### src/rtl/sha256sh_pkg.sv
// ----------------------------------------------------------------------------
// sha256sh_pkg
// Shared types, constants and round tables for the SHA-256 stream hasher.
// ----------------------------------------------------------------------------
package sha256sh_pkg;

	typedef logic [31:0] word_t;
	typedef logic [7:0][31:0] hash_t;

	// core control request from the byte sequencer
	typedef struct packed {
		logic  push;
		word_t word;
		logic  start;
		logic  reinit;
	} core_ctl_t;

	typedef struct packed {
		logic  busy;
		hash_t hash;
	} core_sts_t;

	localparam hash_t HASH_IV = {
		32'h5be0cd19, 32'h1f83d9ab, 32'h9b05688c, 32'h510e527f,
		32'ha54ff53a, 32'h3c6ef372, 32'hbb67ae85, 32'h6a09e667
	};

	localparam logic [7:0] PAD_MARK    = 8'h80;
	localparam logic [5:0] PAD_LEN_POS = 6'd56;
	localparam logic [5:0] BLOCK_LAST  = 6'd63;
	localparam logic [5:0] ROUND_LAST  = 6'd63;
	localparam logic [2:0] WORD_LAST   = 3'd7;

	function automatic word_t rotr(input word_t x, input int unsigned n);
		rotr = (x >> n) | (x << (32 - n));
	endfunction

	function automatic word_t round_k(input logic [5:0] i);
		case (i)
			6'd0:  round_k = 32'h428a2f98;  6'd1:  round_k = 32'h71374491;
			6'd2:  round_k = 32'hb5c0fbcf;  6'd3:  round_k = 32'he9b5dba5;
			6'd4:  round_k = 32'h3956c25b;  6'd5:  round_k = 32'h59f111f1;
			6'd6:  round_k = 32'h923f82a4;  6'd7:  round_k = 32'hab1c5ed5;
			6'd8:  round_k = 32'hd807aa98;  6'd9:  round_k = 32'h12835b01;
			6'd10: round_k = 32'h243185be;  6'd11: round_k = 32'h550c7dc3;
			6'd12: round_k = 32'h72be5d74;  6'd13: round_k = 32'h80deb1fe;
			6'd14: round_k = 32'h9bdc06a7;  6'd15: round_k = 32'hc19bf174;
			6'd16: round_k = 32'he49b69c1;  6'd17: round_k = 32'hefbe4786;
			6'd18: round_k = 32'h0fc19dc6;  6'd19: round_k = 32'h240ca1cc;
			6'd20: round_k = 32'h2de92c6f;  6'd21: round_k = 32'h4a7484aa;
			6'd22: round_k = 32'h5cb0a9dc;  6'd23: round_k = 32'h76f988da;
			6'd24: round_k = 32'h983e5152;  6'd25: round_k = 32'ha831c66d;
			6'd26: round_k = 32'hb00327c8;  6'd27: round_k = 32'hbf597fc7;
			6'd28: round_k = 32'hc6e00bf3;  6'd29: round_k = 32'hd5a79147;
			6'd30: round_k = 32'h06ca6351;  6'd31: round_k = 32'h14292967;
			6'd32: round_k = 32'h27b70a85;  6'd33: round_k = 32'h2e1b2138;
			6'd34: round_k = 32'h4d2c6dfc;  6'd35: round_k = 32'h53380d13;
			6'd36: round_k = 32'h650a7354;  6'd37: round_k = 32'h766a0abb;
			6'd38: round_k = 32'h81c2c92e;  6'd39: round_k = 32'h92722c85;
			6'd40: round_k = 32'ha2bfe8a1;  6'd41: round_k = 32'ha81a664b;
			6'd42: round_k = 32'hc24b8b70;  6'd43: round_k = 32'hc76c51a3;
			6'd44: round_k = 32'hd192e819;  6'd45: round_k = 32'hd6990624;
			6'd46: round_k = 32'hf40e3585;  6'd47: round_k = 32'h106aa070;
			6'd48: round_k = 32'h19a4c116;  6'd49: round_k = 32'h1e376c08;
			6'd50: round_k = 32'h2748774c;  6'd51: round_k = 32'h34b0bcb5;
			6'd52: round_k = 32'h391c0cb3;  6'd53: round_k = 32'h4ed8aa4a;
			6'd54: round_k = 32'h5b9cca4f;  6'd55: round_k = 32'h682e6ff3;
			6'd56: round_k = 32'h748f82ee;  6'd57: round_k = 32'h78a5636f;
			6'd58: round_k = 32'h84c87814;  6'd59: round_k = 32'h8cc70208;
			6'd60: round_k = 32'h90befffa;  6'd61: round_k = 32'ha4506ceb;
			6'd62: round_k = 32'hbef9a3f7;  6'd63: round_k = 32'hc67178f2;
			default: round_k = 32'h0;
		endcase
	endfunction

endpackage

### src/rtl/sha256sh_core.sv
// ----------------------------------------------------------------------------
// sha256sh_core
// Compression engine: 16-word schedule window, one round per cycle, hash state.
// ----------------------------------------------------------------------------
module sha256sh_core (
	input  logic                   clk,
	input  logic                   arst_n,
	input  sha256sh_pkg::core_ctl_t ctl,
	output sha256sh_pkg::core_sts_t sts
);

	typedef enum logic [1:0] {C_IDLE, C_ROUND, C_ADD} cstate_t;

	cstate_t                 state_q;
	logic [5:0]              rnd_q;
	sha256sh_pkg::hash_t     hash_q;
	sha256sh_pkg::word_t     w_q [16];
	sha256sh_pkg::hash_t     v_q;
	sha256sh_pkg::hash_t     v_next;
	sha256sh_pkg::word_t     w_new;

	always_comb begin
		sha256sh_pkg::word_t s0, s1, ch, maj, e0, e1, t1, t2;
		s0 = sha256sh_pkg::rotr(w_q[1], 7) ^ sha256sh_pkg::rotr(w_q[1], 18) ^ (w_q[1] >> 3);
		s1 = sha256sh_pkg::rotr(w_q[14], 17) ^ sha256sh_pkg::rotr(w_q[14], 19)
			^ (w_q[14] >> 10);
		w_new = w_q[0] + s0 + w_q[9] + s1;
		ch  = (v_q[4] & v_q[5]) ^ (~v_q[4] & v_q[6]);
		maj = (v_q[0] & v_q[1]) ^ (v_q[0] & v_q[2]) ^ (v_q[1] & v_q[2]);
		e1  = sha256sh_pkg::rotr(v_q[4], 6) ^ sha256sh_pkg::rotr(v_q[4], 11)
			^ sha256sh_pkg::rotr(v_q[4], 25);
		e0  = sha256sh_pkg::rotr(v_q[0], 2) ^ sha256sh_pkg::rotr(v_q[0], 13)
			^ sha256sh_pkg::rotr(v_q[0], 22);
		t1  = v_q[7] + e1 + ch + sha256sh_pkg::round_k(rnd_q) + w_q[0];
		t2  = e0 + maj;
		v_next[7] = v_q[6];
		v_next[6] = v_q[5];
		v_next[5] = v_q[4];
		v_next[4] = v_q[3] + t1;
		v_next[3] = v_q[2];
		v_next[2] = v_q[1];
		v_next[1] = v_q[0];
		v_next[0] = t1 + t2;
	end

	always_ff @(posedge clk or negedge arst_n) begin
		if (!arst_n) begin
			state_q <= C_IDLE;
			rnd_q   <= '0;
			hash_q  <= sha256sh_pkg::HASH_IV;
		end else begin
			case (state_q)
				C_IDLE: begin
					if (ctl.reinit) hash_q <= sha256sh_pkg::HASH_IV;
					if (ctl.start) begin
						state_q <= C_ROUND;
						rnd_q   <= '0;
					end
				end
				C_ROUND: begin
					rnd_q <= rnd_q + 6'd1;
					if (rnd_q == sha256sh_pkg::ROUND_LAST) state_q <= C_ADD;
				end
				C_ADD: begin
					for (int k = 0; k < 8; k++) hash_q[k] <= hash_q[k] + v_q[k];
					state_q <= C_IDLE;
				end
				default: state_q <= C_IDLE;
			endcase
		end
	end

	// window and working variables carry no reset
	always_ff @(posedge clk) begin
		if (ctl.push || state_q == C_ROUND) begin
			for (int j = 0; j < 15; j++) w_q[j] <= w_q[j + 1];
			w_q[15] <= ctl.push ? ctl.word : w_new;
		end
		if (ctl.start) v_q <= hash_q;
		else if (state_q == C_ROUND) v_q <= v_next;
	end

	assign sts.busy = (state_q != C_IDLE);
	assign sts.hash = hash_q;

endmodule

### src/rtl/sha256_stream_hasher_top.sv
// ----------------------------------------------------------------------------
// sha256_stream_hasher_top
// SHA-256 of a byte stream: byte gathering, padding sequencer, digest output.
// ----------------------------------------------------------------------------
// The 64th byte of a block starts the shared round unit, which runs 64 rounds
// and the final add (the working variables load on the accepting edge) with
// s_tready low. A finish request (s_tuser = 1) pushes the padding one byte per
// cycle while the round unit is idle (up to 72 bytes, with one or two
// compressions between), then presents the eight digest words on the master
// side, one per accepted request, word 0 first, tlast on word 7. The block
// then holds the initial hash values again for the next message.
module sha256_stream_hasher_top (
	input  logic        clk,
	input  logic        arst_n,
	input  logic        s_tvalid,
	output logic        s_tready,
	input  logic [7:0]  s_tdata,   // [7:0] data_byte
	input  logic        s_tuser,   // [0] cmd
	output logic        m_tvalid,
	input  logic        m_tready,
	output logic [39:0] m_tdata,   // [31:0] digest_word, [34:32] word_index, [39:35] zero
	output logic        m_tlast    // last_word
);

	typedef enum logic [2:0] {S_IDLE, S_MARK, S_ZERO, S_LEN, S_WAIT, S_OUT} state_t;

	state_t                    state_q;
	logic [5:0]                fill_q;
	logic [60:0]               msg_q;
	logic [63:0]               len_q;
	logic [2:0]                len_cnt_q;
	logic [2:0]                idx_q;
	logic [23:0]               word_q;
	logic                      push;
	logic [7:0]                pbyte;
	logic                      busy;
	logic                      in_acc;
	logic                      out_acc;
	sha256sh_pkg::core_ctl_t   ctl;
	sha256sh_pkg::core_sts_t   sts;

	assign busy     = sts.busy;
	assign s_tready = (state_q == S_IDLE) && !busy;
	assign in_acc   = s_tvalid && s_tready;
	assign m_tvalid = (state_q == S_OUT);
	assign out_acc  = m_tvalid && m_tready;
	assign m_tdata  = {5'd0, idx_q, sts.hash[idx_q]};
	assign m_tlast  = (idx_q == sha256sh_pkg::WORD_LAST);

	always_comb begin
		push  = 1'b0;
		pbyte = 8'h00;
		case (state_q)
			S_IDLE: begin
				push  = in_acc && !s_tuser;
				pbyte = s_tdata;
			end
			S_MARK: begin
				push  = !busy;
				pbyte = sha256sh_pkg::PAD_MARK;
			end
			S_ZERO: push = !busy && (fill_q != sha256sh_pkg::PAD_LEN_POS);
			S_LEN: begin
				push  = !busy;
				pbyte = len_q[63:56];
			end
			default: push = 1'b0;
		endcase
	end

	assign ctl.push   = push && (fill_q[1:0] == 2'd3);
	assign ctl.word   = {word_q, pbyte};
	assign ctl.start  = push && (fill_q == sha256sh_pkg::BLOCK_LAST);
	assign ctl.reinit = out_acc && m_tlast;

	sha256sh_core u_core (
		.clk    (clk),
		.arst_n (arst_n),
		.ctl    (ctl),
		.sts    (sts)
	);

	always_ff @(posedge clk or negedge arst_n) begin
		if (!arst_n) begin
			state_q   <= S_IDLE;
			fill_q    <= '0;
			msg_q     <= '0;
			len_cnt_q <= '0;
			idx_q     <= '0;
		end else begin
			if (push) fill_q <= fill_q + 6'd1;
			case (state_q)
				S_IDLE: begin
					if (in_acc) begin
						if (s_tuser) state_q <= S_MARK;
						else msg_q <= msg_q + 61'd1;
					end
				end
				S_MARK: if (!busy) state_q <= S_ZERO;
				S_ZERO: begin
					if (!busy && fill_q == sha256sh_pkg::PAD_LEN_POS) begin
						state_q   <= S_LEN;
						len_cnt_q <= '0;
					end
				end
				S_LEN: begin
					if (!busy) begin
						len_cnt_q <= len_cnt_q + 3'd1;
						if (len_cnt_q == sha256sh_pkg::WORD_LAST) state_q <= S_WAIT;
					end
				end
				S_WAIT: begin
					if (!busy) begin
						state_q <= S_OUT;
						idx_q   <= '0;
					end
				end
				S_OUT: begin
					if (m_tready) begin
						idx_q <= idx_q + 3'd1;
						if (idx_q == sha256sh_pkg::WORD_LAST) begin
							state_q <= S_IDLE;
							msg_q   <= '0;
						end
					end
				end
				default: state_q <= S_IDLE;
			endcase
		end
	end

	// byte assembly and length shifter
	always_ff @(posedge clk) begin
		if (push) word_q <= {word_q[15:0], pbyte};
		if (in_acc && s_tuser) len_q <= {msg_q, 3'b000};
		else if (state_q == S_LEN && !busy) len_q <= {len_q[55:0], 8'h00};
	end

	a_no_push_busy: assert property (@(posedge clk) disable iff (!arst_n)
		push |-> !busy) else $error("byte pushed while core busy");

	a_start_full: assert property (@(posedge clk) disable iff (!arst_n)
		ctl.start |-> ctl.push) else $error("start without final word of block");

	a_busy_after_start: assert property (@(posedge clk) disable iff (!arst_n)
		ctl.start |=> busy) else $error("core did not start");

	a_out_quiet: assert property (@(posedge clk) disable iff (!arst_n)
		m_tvalid |-> (!busy && !s_tready && fill_q == 6'd0))
		else $error("digest shown with work pending");

	a_reinit_idle: assert property (@(posedge clk) disable iff (!arst_n)
		ctl.reinit |=> (state_q == S_IDLE && msg_q == 61'd0))
		else $error("state not cleared after digest");

endmodule

### config.mk
export PLATFORM = sky130hd
export DESIGN_NAME = sha256_stream_hasher_top
export DESIGN_NICKNAME = d
export VERILOG_FILES = /design/src/rtl/sha256sh_pkg.sv /design/src/rtl/sha256sh_core.sv /design/src/rtl/sha256_stream_hasher_top.sv
export SDC_FILE = /design/constraint.sdc
export NUM_CORES = 2
export LEC_CHECK = 0
export BUFFER_PORTS_ARGS = -buffer_cell sky130_fd_sc_hd__buf_2
export CAP_MARGIN = 15
export CORE_ASPECT_RATIO = 0.5
export CORE_MARGIN = 10
export CORE_UTILIZATION = 50
export CTS_CLUSTER_DIAMETER = 40
export DETAILED_ROUTE_END_ITERATION = 6
export PLACE_DENSITY = 0.63
export SYNTH_ARGS = -nofsm -noshare
export SYNTH_HDL_FRONTEND = slang
export SYNTH_SLANG_ARGS = --single-unit
### constraint.sdc
create_clock -name clk -period 20.6 [get_ports clk]
set_input_delay 3.09 -clock clk [delete_from_list [all_inputs] [get_ports clk]]
set_output_delay 3.09 -clock clk [all_outputs]
set_load 0.05 [all_outputs]
## Yosys cells after proc, flatten, opt, wreduce, memory -nomap -nowiden

Memories as Yosys holds them, arrays and structs flattened.
Index checks and enable logic that the tools add are counted.

- Reductions and logical operators: 32
- Equal/unequal tests: 27
- Bitwise operators: 27
- Add/subtract/negate cells: 23
- Muxes and demuxes: 39
- Order comparisons: 1

Operators by type and width:

| kind | count |
|---|---|
| two-way mux 256 bit | 3 |
| adder 32 bit | 18 |
| one-hot mux 256 bit (2 select lines) | 1 |
| bitwise XOR 32 bit | 9 |
| two-way mux 61 bit | 4 |
| AND 32 bit | 5 |
| two-way mux 64 bit | 2 |
| one-hot mux 61 bit (2 select lines) | 1 |
| binary-select mux 32 bit (select 3 bit) | 1 |
| two-way mux 32 bit | 2 |
| adder 61 x 1 -> 61 bit (second input constant) | 1 |
| two-way mux 3 bit | 13 |
| inverter 32 bit | 1 |
| bitwise OR 10 x 32 -> 32 bit | 1 |
| bitwise OR 13 x 32 -> 32 bit | 1 |
| bitwise OR 14 x 32 -> 32 bit | 1 |
| bitwise OR 15 x 32 -> 32 bit | 1 |
| bitwise OR 19 x 32 -> 32 bit | 1 |
| bitwise OR 21 x 32 -> 32 bit | 1 |
| bitwise OR 25 x 32 -> 32 bit | 1 |
| bitwise OR 26 x 32 -> 32 bit | 1 |
| bitwise OR 30 x 32 -> 32 bit | 1 |
| bitwise OR 7 x 32 -> 32 bit | 1 |
| bitwise XOR 32 x 22 -> 32 bit | 1 |
| other kinds (33) | 77 |

- Bits in read-only memories: 2048
- Bits of input ports: 13
- Output and inout port bits: 43
- Word-level logic and storage cells: 176
- Memories: 2
- Bits in registers: 681
- Memory bits (writable): 512

Memories:

| name | words | width | read ports | clocked after memory_dff | wr ports | RTL line | source |
|---|---|---|---|---|---|---|---|
| (name not given) | 64 | 32 | 1 | 0 | 0 | sha256sh_pkg.sv:39 | `case (i)` |
| u_core.w_q | 16 | 32 | 16 | 0 | 16 | sha256sh_core.sv:17 | `sha256sh_pkg::word_t w_q [16];` |

## Logic depth before layout (Yosys ltp)

- Depth after elaboration: 10
- Depth in mapped cells: 40
- Mapped depth without buffers: 38

## Cells and area by module

From an unflattened synthesis, not the netlist that was laid out.

- Cell total of the unflattened synthesis: 6462
- Area total of the unflattened synthesis: 72787.3 um^2

By module, submodules not included:

| module | cells each | area an instance (um^2) | instances |
|---|---|---|---|
| sha256sh_core | 5638 | 63313.2 | 1 |
| sha256_stream_hasher_top | 824 | 9474.1 | 1 |

## Worst setup path before layout

OpenSTA, ideal clock, no wires.

- Path kind: input port to flip-flop
- Start point: input s_tvalid
- End point: memory u_core.w_q[0][0] in the netlist's numbering, enable pin
- Data arrival time: 15.395 ns
- Path buffers: 1
- Stages: 5
- Required time: 19.699 ns
- Setup slack: 4.304 ns
- Cells stage by stage: nand2_1 -> o32ai_2 -> nand2_1 -> clkbuf_1 -> nand2_1

RTL lines:

| element | RTL line | source |
|---|---|---|
| start: declaration | sha256_stream_hasher_top.sv:15 | `input logic s_tvalid,` |
| end: declaration | sha256sh_core.sv:17 |  |

## Worst setup path after layout

- Start point: register u_core.rnd_q[0]
- End point: register u_core.v_q (netlist bit u_core.v_next[62]) (data pin)

- Cells in the longest elaborated chain, start to end: 6

RTL lines:

| element | RTL line | source |
|---|---|---|
| start: declaration | sha256sh_core.sv:15 | `logic [5:0] rnd_q;` |
| start signal: assignment | sha256sh_core.sv:61 | `rnd_q <= rnd_q + 6'd1;` |
| memory (64 x 32 bit) | - |  |
| adder 32 bit (2 in series) | sha256sh_core.sv:34 | `t1 = v_q[7] + e1 + ch + sha256sh_pkg::round_k(rnd_q) + w_q[0];` |
| adder 32 bit | sha256sh_core.sv:43 | `v_next[0] = t1 + t2;` |
| two-way mux 256 bit | sha256sh_core.sv:80 | `else if (state_q == C_ROUND) v_q <= v_next;` |
| two-way mux 256 bit | sha256sh_core.sv:79 | `if (ctl.start) v_q <= hash_q;` |
| end signal: assignment | sha256sh_core.sv:79 |  |
| end signal: assignment | sha256sh_core.sv:80 |  |
| end: declaration | sha256sh_core.sv:18 | `sha256sh_pkg::hash_t v_q;` |

Every way passes these cells. The select of a mux whose other input is x is not followed.
A chain may end at the register's enable or synchronous reset.

==> results.md <==
- Max cap viols: 0
- Total track usage: 0.271
- Kind of critical path: flop to flop
- Final #Nets: 7,597
- Worst skew pair latency: 0.82 ns
- Final Skew: 0.0550 ns
- Yosys top cell area share: 0.350
- First-pass GRT wire length: 341,000 um
- Post-synth top cells: nand2_1 (1,222), edfxtp_1 (853), a21oi_1 (480)
- Initial Utilization: 0.503
- Final Hold Fails: 0
- First drt pass iteration count: 6
- Post-synthesis average cell area: 10.4 um2
- Max Transition Viols Final: 0
- Setup crit end kind: flop
- Post-cts hold buffer count: 0
- CP Launch Type: flop
- Synth top area cells: edfxtp_1 (35%), dfrtp_1 (7.0%), ha_1 (6.8%)
- # resized after CTS: 0
- Sequential share of the synthesized area: 0.468
- Die area: 163,000 um2
- HP Class: flop to flop
- Top-count cell post-synth: nand2_1
- Main synth FF type: edfxtp_1
- Worst path top cell family by delay: compound AO/OA/AOI/OAI gates
- Worst Max-Slew Pin Slew: 1.19 ns
- Final setup violation count: 0
- DRC violations left: 0
- Routed vias/inst: 6.09
- Initial antenna violation count: 4
- Number of global-route vias before repair: 53,111
- Worst-case clock buffer depth: 4
- Crit-path max FO: 24
- Netlist cell types: 95
- Root Driver: clkbuf_16
- CP required: 21.11 ns
- Mapped cell area: 73,200 um2
- Post-synth EDFFs: 853
- Largest stage delay, worst path: 0.90 ns
- Vias: 55,268
- Relative slew slack: 0.197
- Clk pin slew, worst setup/hold paths: 0.07 ns
- Achievable clock frequency: 93.5 MHz
- Setup TNS: 0 ns
- Num Clock Sinks: 1,193
- Period utilisation layout: 0.519
- Post-CTS Setup Repair Bufs: 0
- Status: completed
- Final Wtd Congestion: 0.970
- Tmin final: 10.69 ns
- Post-Syn Instances: 7,044
- DP HPWL: 167,000 um
- Total clock buffers created by CTS: 151
- Share of layout cells above drive strength 1: 0.0901
- Die Wd: 561 um
- Largest net degree at the start of global routing: 199
- Final WL: 229,000 um
- Crit path buffers/inverters: 6
- Post-synthesis async set-or-reset flop share: 0.285
- Iteration-0 DRC count of the detailed router: 6,576
- Flops & latches, synth: 1,193
- IO Port Bufs: 50
- Synth-to-layout area growth: 9.68%
- Post-DR wirelength/cell: 25.2 um
- Arrival time at the worst endpoint: 11.20 ns
- Gr ovfl total: 0
- Core area: 146,000 um2
- # H-tree levels: 4
- RSZ-0062 raised after global routing: false
- Row count: 99
- Post-route antenna net violation count: 0
- Die Height: 291 um
- Ys Warns: 0
- CTS tree: done
- Slowest stage cell, crit path: dfrtp_1
- Post-synth top area cell: edfxtp_1
- IO Count: 56
## per-layer routing
| layer | up-vias | wire (um) | track usage |
|---|---|---|---|
| met2 | 2531 | 100000 | 0.413 |
| met3 | 410 | 20500 | 0.0522 |
| met1 | 27382 | 101000 | 0.395 |
| li1 | 24941 | - | - |
| met4 | 4 | 7000 | 0.0790 |
| met5 | - | 21 | 0 |
## registers in the layout, indices dropped and copies added, names as in the netlist
signal          count
idx_q               3
u_core.sts        256
u_core.rnd_q        6
len_cnt_q           3
u_core.state_q      2
msg_q              61
len_q              61
u_core.w_q        512
word_q             24
state_q             3
u_core.v_next     192
fill_q              6
u_core.v_q         64
## worst paths after layout
kind / from / to / slack (ns) / cells after the start
min reg2reg: u_core.w_q[3][96]$_DFFE_PP_ / u_core.w_q[3][64]$_DFFE_PP_ / 0.39 / 0
min: u_core.w_q[3][96]$_DFFE_PP_ / u_core.w_q[3][64]$_DFFE_PP_ / 0.39 / 0
max in group asynchronous: arst_n / u_core.sts[11]$_DFFE_PN0P_ / 15.49 / 4
max reg2reg: u_core.rnd_q[0]$_DFFE_PN0P_ / u_core.v_next[62]$_DFFE_PP_ / 9.91 / 33
max: u_core.rnd_q[0]$_DFFE_PN0P_ / u_core.v_next[62]$_DFFE_PP_ / 9.91 / 33
min in group asynchronous: arst_n / msg_q[30]$_DFFE_PN0P_ / 2.29 / 1
## cell families after synthesis
logic type | after synthesis | share of synthesized area
multiplexers | 114 | 0.0280
other | 1 | 0.0000512
AO/OA/AOI/OAI | 1666 | 0.142
AND/OR/NAND/NOR | 2218 | 0.131
buffers and inverters | 630 | 0.0332
XOR/XNOR | 626 | 0.0749
adder cells (fa/ha/maj) | 596 | 0.122
flip-flops | 1193 | 0.468
## cell usage in the layout (no fill, tap or decap), types with 38 or more instances in the layout
master / instances
buf_2: 49
mux4_2: 70
a21oi_1: 480
nand3_1: 120
a31oi_1: 57
nand4_1: 38
xor2_1: 247
dfrtp_1: 198
clkbuf_16: 155
a211oi_1: 52
o21bai_1: 47
o21ai_0: 438
dfstp_2: 136
or3_1: 41
a21o_1: 206
edfxtp_1: 853
nand2_1: 1219
inv_1: 304
o21a_1: 63
nor2_1: 450
nand2b_1: 62
nor2b_1: 42
o211ai_1: 49
fa_1: 195
and3_1: 51
nor3_1: 72
buf_4: 57
ha_1: 399
xnor2_1: 379
## cell type report
type | instances | area [um2]
diodes | 1 | 2.50
clock buffers | 180 | 4030
clock inverters | 85 | 987
fillers | 12455 | 65400
inverters | 308 | 1160
multi-input cells | 5225 | 36600
flip-flops and latches | 1193 | 34300
well taps | 1969 | 2460
repair buffers | 111 | 768
## through the flow
stage	setup WS [ns]	util	area (um2)	hold WS, ns	std cells
floorplan	4.30	-	73200	0.400	7048
global placement	10.29	0.517	75300	0.400	8806
detailed placement	10.13	0.517	75300	0.405	8806
CTS	10.13	0.551	80300	0.391	9071
global route	9.20	0.551	80300	0.400	9072
finish	9.91	0.551	80300	0.386	9072
Power is left out: the tool's default activity adds up to more than one toggle a clock period on the data nets, which glitch-free logic cannot reach.
